## config.mk

```make
export PLATFORM = sky130hd
export DESIGN_NAME = kti_divider
export DESIGN_NICKNAME = d
export VERILOG_FILES = /design/src/sv/kti_pkg.sv /design/src/sv/kti_divider.sv
export SDC_FILE = /design/constraint.sdc
export NUM_CORES = 1
export LEC_CHECK = 0
export ABC_AREA = 1
export BUFFER_PORTS_ARGS = -buffer_cell sky130_fd_sc_hd__buf_4
export CAP_MARGIN = 5
export CORE_UTILIZATION = 25
export DETAILED_ROUTE_END_ITERATION = 6
export PLACE_DENSITY = 0.44
export SYNTH_ARGS = -nofsm -noshare
export SYNTH_HDL_FRONTEND = slang
export SYNTH_SLANG_ARGS = --single-unit
```

## constraint.sdc

```tcl
create_clock -name clk -period 3.4 [get_ports clk]
set_clock_uncertainty 0.2 [all_clocks]
set_input_delay 0.68 -clock clk [delete_from_list [all_inputs] [get_ports clk]]
set_output_delay 0.68 -clock clk [all_outputs]
set_load 0.01 [all_outputs]
```

## src/sv/kti_pkg.sv

```systemverilog
`default_nettype none
package kti_pkg;
	localparam int MAX_TRACKS = 8;
	localparam int MAX_FRAMES = 16;
	localparam int TW = $clog2(MAX_TRACKS);
	localparam int FW = $clog2(MAX_FRAMES);
	localparam int NW = $clog2(MAX_FRAMES + 1);
	localparam int AW = TW + FW;

	localparam logic [2:0] MODE_TICK = 3'd0;
	localparam logic [2:0] MODE_ADDKEY = 3'd1;
	localparam logic [2:0] MODE_ADDFRAME = 3'd2;
	localparam logic [2:0] MODE_REMOVE = 3'd3;
	localparam logic [2:0] MODE_QUERY = 3'd4;
	localparam logic [2:0] MODE_START = 3'd5;
	localparam logic [2:0] MODE_STOP = 3'd6;
	localparam logic [2:0] MODE_TOGGLE = 3'd7;

	localparam logic [2:0] ST_OK = 3'd0;
	localparam logic [2:0] ST_NO_TRACK = 3'd1;
	localparam logic [2:0] ST_EXISTS = 3'd2;
	localparam logic [2:0] ST_TABLE_FULL = 3'd3;
	localparam logic [2:0] ST_FRAMES_FULL = 3'd4;

	localparam logic [1:0] REG_LENGTH = 2'd0;
	localparam logic [1:0] REG_LOOP = 2'd1;
	localparam logic [1:0] REG_BACK = 2'd2;

	typedef struct packed {
		logic start;
		logic [15:0] dividend;
		logic [15:0] divisor;
	} div_req_t;
endpackage
`default_nettype wire

```

## src/sv/kti_divider.sv

```systemverilog
`default_nettype none
// Restoring divider: ({dividend,16'b0}) / divisor, one quotient bit a cycle.
// The dividend is below the divisor, so the remainder starts at the dividend and
// sixteen steps give the whole quotient.
module kti_divider import kti_pkg::*; (
	input wire logic clk,
	input wire logic arst_n,
	input wire div_req_t req,
	output logic busy,
	output logic [15:0] quotient
);
	logic [4:0] cnt_q;
	logic [32:0] rem_q;
	logic [15:0] den_q;
	logic [32:0] trial;

	assign trial = {rem_q[31:0], 1'b0} - {17'd0, den_q};
	assign busy = cnt_q != 5'd0;

	// One shift and subtract step each cycle.
	always_ff @(posedge clk or negedge arst_n) begin
		if (!arst_n) begin
			cnt_q <= 5'd0;
		end else if (req.start) begin
			cnt_q <= 5'd16;
		end else if (busy) begin
			cnt_q <= cnt_q - 5'd1;
		end
	end

	always_ff @(posedge clk) begin
		if (req.start) begin
			rem_q <= {17'd0, req.dividend};
			den_q <= req.divisor;
			quotient <= 16'd0;
		end else if (busy) begin
			if (!trial[32]) begin
				rem_q <= trial;
				quotient <= {quotient[14:0], 1'b1};
			end else begin
				rem_q <= {rem_q[31:0], 1'b0};
				quotient <= {quotient[14:0], 1'b0};
			end
		end
	end
endmodule
`default_nettype wire

```

==> metrics.md, run 1 <==
| Metric | Value |
|---|---|
| Dominant cell type by area after synthesis | `edfxtp_1` |
| Core Region | `18,020 um^2` |
| Setup slack at placement | `0.5425 ns` |
| CP arrival | `2.78 ns` |
| Share of the yosys chip area belonging to registers | `37.44%` |
| Yosys reg bits | `69` |
| Area of the multi-input gates | `2302 um^2` |
| Iteration-0 DRC Markers | `201` |
| Highest clock rate | `347.1 MHz` |
| Total Die Area | `18,990 um^2` |
| Largest net degree at the start of global routing | `54` |
| Antenna cells | `0` |
| Gp weighted congestion | `0.8742` |
| CP max FO | `34` |
| Max incr delay on CP | `0.46 ns` |
| Setup crit start kind | `register` |
| Sink Count | `69` |
| Total grt overflow | `0` |
| Final Hold Viols | `0` |
| Crit path setup slack, layout | `0.5192 ns` |
| Top cell types by occurrence after synthesis | `nand2_1, inv_1, nor2_1, nand3_1` |
| ANT nets after route | `0` |
| Post-synth cell types | `40` |
| Syn_nets | `744` |
| Vias per cell | `4.290` |
| CTS Root Cell | `clkbuf_16` |
| Slowest-stage cell, CP | `edfxtp_1` |
| Most common cell in the netlist | `nand2_1` |
| NumNets Final | `797` |
| IO buf count | `51` |
| Wirelength per Cell | `13.47 um` |
| CTS Buf Count | `9` |
| Site Rows | `49` |
| Worst-case clock buffer depth | `2` |
| Final setup viols | `0` |
| H-tree levels | `3` |
| Final TNS setup | `0 ns` |
| Post-cts repair resize count | `0` |
| Crit path cell chain | `ha_1, nand2_1, inv_1, nand2_1, nand2_1, a21oi_4, nand3_2, nand2_2, nand2_4, inv_2, nand2_1, nand2_1, o21ai_1` |
| Post-synth ARST share | `7.246%` |
| Worst Setup End Kind | `register` |
| Initial cell density of the core | `25.59%` |
| Syn Std Cell Area | `4612 um^2` |
| CP delay by family, top | `simple AND/OR/NAND/NOR gates` |
| Die width | `137.8 um` |
| Syn avg cell area | `6.674 um^2` |
| First-pass detailed-route iteration total | `4` |
| Min-delay worst type | `reg2reg` |
| GRT Overall Usage | `15.09%` |
| Clock-pin slew on the worst setup and hold paths | `0.07 ns` |
| Peak VDD IR | `0.0003329 V` |
| Setup Buffers After CTS | `0` |
| Worst slew pin tran | `0.6390 ns` |
| Hold Buf Count CTS | `1` |
| Clk_lat worst skew | `0.35 ns` |
| RSZ-0062 raised after global routing | `no` |
| Fraction of layout cells with a size suffix above 1 | `11.88%` |
| Initial antenna violation count | `0` |
| Setup crit start | `rem_q[14]` |
| LEAKAGE | `2.846 nW` |
| Max Cap Viol | `0` |
| Remaining DRCs | `0` |
| Area occupied by registers | `1727 um^2` |
| Global-route wire length before repair | `21.68 mm` |
| Worst hold path startpoint | `quotient[15]` |
| Final Cycle Share | `84.73%` |
| Fin crit period | `2.881 ns` |
| Worst slew margin | `57.35%` |
| Run status | `complete, no violations` |
| Crit-path most repeated cell | `nand2_1` |
| CP Buf/Inv Count | `2` |
| R2R Path Start | `rem_q[14]` |
| Pwr per Cell Area | `930.5 nW/um^2` |
| Synth-to-layout area growth | `20.40%` |
| Final Max Slew Viols | `0` |
| Die height | `137.8 um` |
| Final WL | `13.18 mm` |
| WP data required | `3.30 ns` |
| Fill cell count | `2,056` |
| Synth warnings | `0` |
| Synth top area cells | `edfxtp_1, nand2_1, dfxtp_1` |
| Number of synthesized flops with an enable pin | `32` |
| Area fraction of the dominant cell type after synthesis | `20.84%` |
| IO Pins | `52` |
| CTS tree | `yes` |
| Post-detail-place hpwl | `9.642 mm` |
| Pwr Total | `5.167 mW` |
| Gate Count Post-Synth | `691` |
| Primary FF master, synth | `edfxtp_1` |
| Type of the worst setup path | `reg2reg` |
| Vias in the first global route | `4,193` |
| Via count | `4,196` |
| Hold WS | `0.2737 ns` |
## state kept, by name (all words and copies together) (netlist names)
signal and flops:
den_q 16, cnt_q 5, quotient 16, rem_q 32
## placed cells by master, fill, tap and decap left out, drive strengths merged, types with 4 or more instances in the layout
cell type and instances:
nand4 6, nor2 55, ha 17, dfxtp 32, a21oi 15, dfrtp 5
xnor2 13, o21ai 35, nor3 11, nand2 247, inv 138, edfxtp 32
xor2 4, nand3 42, o22ai 16, clkbuf 9, buf 58
## power breakdown
group | internal (mW) | leakage (nW) | switching (mW)
Clock | 0.524 | 0.150 | 0.461
Sequential | 1.15 | 0.651 | 0.191
Combinational | 1.00 | 2.04 | 1.84
Total | 2.67 | 2.85 | 2.49
## cell type report
class | instances | share of cell area, %
Multi-Input combinational cell | 473 | 41.46
Inverter | 132 | 8.923
Tap cell | 229 | 5.160
Timing Repair Buffer | 59 | 8.022
Clock buffer | 9 | 4.056
Sequential cell | 69 | 31.10
Clock inverter | 7 | 1.284
## through the flow
stage	instance area (um^2)	cells	util [%]
after detailed placement	5246	961	29.11
after floorplan	4612	691	-
final	5553	978	30.81
after CTS	5553	978	30.81
after global placement	5246	961	29.11
after global routing	5553	978	30.81
## worst register-to-register path: cells and delay by family (launching register included)
| kind | cells | cell delay [ns] |
|---|---|---|
| adder cells (fa/ha/maj) | 1 | 0.39 |
| AO/OA/AOI/OAI | 2 | 0.26 |
| flip-flops | 1 | 0.46 |
| AND/OR/NAND/NOR | 8 | 0.80 |
| buffers and inverters | 2 | 0.52 |
## worst paths after layout
path | end | slack, ns | cells after the start
worst max-delay path | rem_q[15] | 0.52 | 13
worst min-delay path | quotient[15] | 0.27 | 2
worst max register to register | rem_q[15] | 0.52 | 13
worst min register to register | quotient[15] | 0.27 | 2
max in group asynchronous | cnt_q[3] | 2.42 | 2
min in group asynchronous | cnt_q[0] | 0.46 | 2
## per-layer routing
metal | up-vias | GRT usage, % | part of all wire (%) | wire [um]
met4 | 0 | 4.348 | 0.77 | 102
met2 | 82 | 23.45 | 44 | 5753
met3 | 5 | 3.274 | 4.1 | 541
met1 | 1847 | 20.84 | 51 | 6779
li1 | 2262 | - | - | -
met5 | - | 0 | 0 | 0
## kinds of logic (layout without fill, tap and decap cells)
logic type / after synthesis / count (layout) / synth area share (%)
XOR/XNOR: 17 / 17 / 3.228
buffers and inverters: 149 / 207 / 12.64
adder cells (fa/ha/maj): 18 / 18 / 5.046
flip-flops: 69 / 69 / 37.44
AND/OR/NAND/NOR: 366 / 366 / 32.80
AO/OA/AOI/OAI: 72 / 72 / 8.845
(Power assumes the default switching activity.)
==> run 2, diff against run 1 <==
Settings changed: PLACE_DENSITY 0.44 to 0.45.
Clock period 3.4 ns to 2.63 ns, I/O delays scaled along.
==> run 2 against run 1 <==
Non-clock buffer count is 33 higher; first-iteration DRC count is 15% higher; combinational power up 46%; clock-buffer cell count unchanged; flip-flop and latch count did not move; via count is 3.1% higher; utilization grew 1.7 points; final cell count is 3.4% higher; critical path depth shrank 1; critical endpoint is now rem_q[2]; largest cell class unchanged; highest routed layer unchanged.
==> metrics.md, run 2 (same netlist as run 1, synthesis figures left out) <==
| Metric | Value |
|---|---|
| H-tree levels | `3` |
| Vias per cell | `4.278` |
| Pwr per Cell Area | `1216 nW/um^2` |
| IO buf count | `51` |
| ANT nets after route | `0` |
| Worst slew margin | `69.29%` |
| Fill cell count | `2,040` |
| CTS Buf Count | `9` |
| Via count | `4,325` |
| Type of the worst setup path | `reg2reg` |
| Remaining DRCs | `0` |
| Non-Filler Instances | `1,011` |
| Largest regs | `rem_q: 32 flops, den_q: 16 flops, quotient: 16 flops` |
| Clk_lat worst skew | `0.35 ns` |
| Final setup viols | `0` |
| Worst slew pin tran | `0.4596 ns` |
| First-pass detailed-route iteration total | `5` |
| Die height | `137.8 um` |
| GRT Overall Usage | `15.17%` |
| Fraction of layout cells with a size suffix above 1 | `16.62%` |
| Initial cell density of the core | `25.59%` |
| Wirelength per Cell | `13.00 um` |
| Core Region | `18,020 um^2` |
| Sink Count | `69` |
| WP data required | `2.53 ns` |
| Min-delay worst type | `in2reg` |
| Final Hold Viols | `0` |
| LEAKAGE | `3.013 nW` |
| Setup crit start kind | `register` |
| Worst-case clock buffer depth | `2` |
| Setup slack at placement | `-0.009655 ns` |
| Largest net degree at the start of global routing | `38` |
| Total Die Area | `18,990 um^2` |
| Largest register FFs | `32` |
| Highest clock rate | `404.0 MHz` |
| Initial antenna violation count | `0` |
| Max incr delay on CP | `0.43 ns` |
| Global-route wire length before repair | `21.51 mm` |
| CTS tree | `yes` |
| Clock-pin slew on the worst setup and hold paths | `0.07 ns` |
| Die width | `137.8 um` |
| CP max FO | `25` |
| Fin crit period | `2.475 ns` |
| Vias in the first global route | `4,276` |
| Max Cap Viol | `0` |
| Crit path setup slack, layout | `0.1546 ns` |
| CP Buf/Inv Count | `2` |
| CP delay by family, top | `simple AND/OR/NAND/NOR gates` |
| Final Max Slew Viols | `0` |
| Number of instances in the placed design | `992` |
| Crit-path most repeated cell | `nand2_1` |
| Final TNS setup | `0 ns` |
| CP arrival | `2.38 ns` |
| Antenna cells | `0` |
| Commonest non-fill, non-tap cell in the layout | `nand2_1` |
| Run status | `complete, no violations` |
| Top register by number of flip-flops | `rem_q` |
| Site Rows | `49` |
| RSZ-0062 raised after global routing | `no` |
| Synth-to-layout area growth | `27.08%` |
| Final Cycle Share | `94.12%` |
| Hold WS | `0.1469 ns` |
| Post-detail-place hpwl | `10.02 mm` |
| Peak VDD IR | `0.0003776 V` |
| NumNets Final | `830` |
| Iteration-0 DRC Markers | `232` |
| Worst Setup End Kind | `register` |
| CTS Root Cell | `clkbuf_16` |
| Final WL | `13.15 mm` |
| Slowest-stage cell, CP | `edfxtp_1` |
| Most frequent cells in the layout | `nand2_1, inv_1, buf_4, nor2_1, nand3_1` |
| Gp weighted congestion | `0.8656` |
| IO Pins | `52` |
| Total grt overflow | `0` |
| Crit path cell chain | `ha_1, nand2_1, inv_1, nand2_1, nand2_1, a21oi_4, nand4_1, nand2_4, buf_12, a21oi_1, o21ai_0, nand2_1` |
## run 2: cell count changes in the layout (fill, tap and decap cells not counted), moves of 2 or more
cell,change
buf_4,+31
nand2_1,-3
nand2_2,+3
buf_12,+2
inv_6,+2
inv_8,-2
nor2_1,-2
nor2_2,+2
## run 2: what timing repair did
action / 4_1_cts / 5_1_grt
setup endpoints to repair: 1 / 14
pin swaps: 0 / 1
gates cloned: 0 / 0
hold endpoints to repair: 5 / 0
hold buffers: 1 / 0
gates resized for setup: 1 / 12
setup buffers: 0 / 2
## run 2: metal layers
metal  part of all wire, %  GRT usage (%)
met1                    49          20.23
met2                    43          23.28
met3                   5.4          3.679
met4                   2.3          6.220
met5                     0              0
## run 2: layout make-up
cell class	instances	area (um^2)	area share, %
sequential	69	1727	29.46
clock inverter	7	73.82	1.260
multi-input combinational	473	2330	39.75
tap	229	286.5	4.889
inverter	132	500.5	8.540
timing repair buffer	92	718.2	12.25
clock buffer	9	225.2	3.843
## run 2: path summary, 6_finish.rpt
kind | startpoint | end | slack [ns] | cells after the start
setup reg to reg | rem_q[14] | rem_q[2] | 0.15 | 12
min in group asynchronous | arst_n | cnt_q[3] | 0.31 | 2
max in group asynchronous | arst_n | cnt_q[1] | 1.81 | 2
setup / recovery | rem_q[14] | rem_q[2] | 0.15 | 12
hold / removal | req[4] | den_q[4] | 0.15 | 1
hold reg to reg | quotient[15] | quotient[15] | 0.27 | 2
## run 2: worst register-to-register path: stages, from the launching register on
cell and delay, ns:
edfxtp_1 0.43, ha_1 0.37, nand2_1 0.16, inv_1 0.06, nand2_1 0.06, nand2_1 0.10
a21oi_4 0.16, nand4_1 0.15, nand2_4 0.13, buf_12 0.18, a21oi_1 0.09, o21ai_0 0.09
nand2_1 0.06
## run 2: through the flow
| stage | power (mW) | util, % | area (um^2) |
|---|---|---|---|
| floorplan | 4.499 | - | 4612 |
| global placement | 5.822 | 30.47 | 5492 |
| detailed placement | 5.782 | 30.47 | 5492 |
| CTS | 7.110 | 32.19 | 5803 |
| global route | 7.842 | 32.51 | 5861 |
| finish | 7.128 | 32.51 | 5861 |
## run 2: report_power, final
part           switching [mW]  internal [mW]  total (mW)  leakage, nW
Combinational            2.51           1.65        4.16         2.21
Sequential              0.219           1.48        1.70        0.651
Clock                   0.591          0.675        1.27        0.149
==> run 3, diff against run 2 <==
Settings changed: PLACE_DENSITY 0.45 to 0.44.
Clock period 2.63 ns to 2.5 ns, I/O delays scaled along.
==> run 3 against run 2 <==
Fmax up 3.1%; via count is 2.7% higher; critical path depth increased by 1; utilization up 3.0 points; sequential power rose by 8%; largest cell class unchanged; first-iteration DRC count rose by 16%; flip-flop and latch count unchanged; hold slack worse by 0.029 ns.
==> metrics.md, run 3 (same netlist as run 1, synthesis figures left out) <==
| Metric | Value |
|---|---|
| Pwr Total | `8.294 mW` |
| Worst slew pin tran | `0.3969 ns` |
| Gp weighted congestion | `0.8995` |
| Setup crit start kind | `register` |
| Worst slew margin | `73.54%` |
| First-pass detailed-route iteration total | `7` |
| Pint | `4.586 mW` |
| Fill cell count | `2,006` |
| Die width | `137.8 um` |
| Final Hold Viols | `0` |
| Post-detail-place hpwl | `10.09 mm` |
| Vias in the first global route | `4,369` |
| CP max FO | `5` |
| IO Pins | `52` |
| CTS tree | `yes` |
| Worst Setup End Kind | `register` |
| Final Cycle Share | `96.01%` |
| Min-delay worst type | `in2reg` |
| Largest register FFs | `32` |
| Worst-case clock buffer depth | `2` |
| Sink Count | `69` |
| Fin crit period | `2.400 ns` |
| Sw Ratio | `44.71%` |
| Total grt overflow | `0` |
| Via count | `4,440` |
| NetSw | `3.708 mW` |
| Clock power frac | `15.3%` |
| Most frequent cells in the layout | `nand2_1, inv_1, buf_4, nor2_1, nand3_1` |
| GRT Overall Usage | `15.29%` |
| Highest clock rate | `416.6 MHz` |
| Iteration-0 DRC Markers | `269` |
| Seq pwr share | `22.2%` |
| WP data required | `2.49 ns` |
| NumNets Final | `867` |
| Vias per cell | `4.237` |
| Initial antenna violation count | `0` |
| Clk_lat worst skew | `0.35 ns` |
| Pwr per Cell Area | `1297 nW/um^2` |
| Run status | `complete, no violations` |
| Top register by number of flip-flops | `rem_q` |
| CTS Buf Count | `9` |
| Commonest non-fill, non-tap cell in the layout | `nand2_1` |
| Fraction of layout cells with a size suffix above 1 | `25.27%` |
| Final setup viols | `0` |
| Global-route wire length before repair | `21.87 mm` |
| Final WL | `13.73 mm` |
| Hold WS | `0.1176 ns` |
| LEAKAGE | `3.196 nW` |
| Max Cap Viol | `0` |
| Largest regs | `rem_q: 32 flops, den_q: 16 flops, quotient: 16 flops` |
| Initial cell density of the core | `25.59%` |
| Die height | `137.8 um` |
| H-tree levels | `3` |
| Largest net degree at the start of global routing | `37` |
| CTS Root Cell | `clkbuf_16` |
| Type of the worst setup path | `reg2reg` |
| Site Rows | `49` |
| Wirelength per Cell | `13.10 um` |
| Remaining DRCs | `0` |
| CP arrival | `2.39 ns` |
| Total Die Area | `18,990 um^2` |
| IO buf count | `51` |
| Antenna cells | `0` |
| Synth-to-layout area growth | `38.66%` |
| RSZ-0062 raised after global routing | `yes` |
| Final Max Slew Viols | `0` |
| Combinational power share | `62.6%` |
| Peak VDD IR | `0.0004398 V` |
| Core Region | `18,020 um^2` |
| ANT nets after route | `0` |
| Clock-pin slew on the worst setup and hold paths | `0.07 ns` |
-- run 3: worst max-delay path: stages, from the launching register on --
cell and delay [ns]:
edfxtp_1 0.44, ha_4 0.28, nand2_2 0.08, inv_1 0.06, nand2_1 0.08, nand2_2 0.08, a21oi_4 0.18, nand4_1 0.15
nand2_4 0.20, buf_6 0.14, inv_6 0.04, nand2_1 0.05, nand2_1 0.06, o21ai_2 0.20
-- run 3: metrics by stage --
step	instance area (um^2)	TNS, ns	instances	utilization, %	setup slack (ns)
global placement	5672	-1.922	1016	31.47	-0.1163
CTS	5977	0	1033	33.16	0.004325
global route	6395	-0.1559	1048	35.48	-0.03549
detailed placement	5672	-2.269	1016	31.47	-0.1331
finish	6395	0	1048	35.48	0.09985
floorplan	4612	0	691	-	0.1067
-- run 3: power by group through the flow --
stage / Clock [mW] / Sequential (mW) / Combinational (mW)
after global placement: 0 / 1.81 / 4.54
after floorplan: 0 / 1.76 / 2.97
after CTS: 1.30 / 1.79 / 4.58
final: 1.27 / 1.84 / 5.19
after global routing: 1.35 / 1.88 / 5.89
after detailed placement: 0 / 1.81 / 4.52
-- run 3: final cells by class --
| cell class | count | area, um^2 | area share [%] |
|---|---|---|---|
| clock buffers | 9 | 225.2 | 3.522 |
| clock inverters | 7 | 53.80 | 0.8413 |
| inverters | 132 | 508.0 | 7.944 |
| multi-input cells | 473 | 2549 | 39.86 |
| flip-flops and latches | 69 | 1727 | 27.00 |
| well taps | 229 | 286.5 | 4.481 |
| repair buffers | 127 | 1026 | 16.04 |
| repair inverters | 2 | 20.02 | 0.3131 |
-- run 3: path summary, 6_finish.rpt --
kind / cells after the start / endpoint / startpoint / slack, ns
worst min-delay path: 1 / den_q[0] / req[0] / 0.12
worst max-delay path: 13 / rem_q[13] / rem_q[10] / 0.1
worst min register to register: 1 / cnt_q[4] / cnt_q[4] / 0.27
max in group asynchronous: 2 / cnt_q[3] / arst_n / 1.71
min in group asynchronous: 2 / cnt_q[2] / arst_n / 0.28
worst max register to register: 13 / rem_q[13] / rem_q[10] / 0.1
-- run 3: layer usage --
metal / part of all wire, % / track usage, %
met2: 45 / 24.32
met1: 50 / 20.12
met3: 3.3 / 4.010
met4: 1.5 / 4.650
met5: 0 / 0
-- run 3: repair_timing --
action                                  CTS  global route
setup buffers                             0            12
pin swaps                                 0            18
hold endpoints to repair                  5             0
hold buffers                              1             0
resized for setup                         5            59
endpoints found under the setup margin   31            33
gates cloned                              0             3
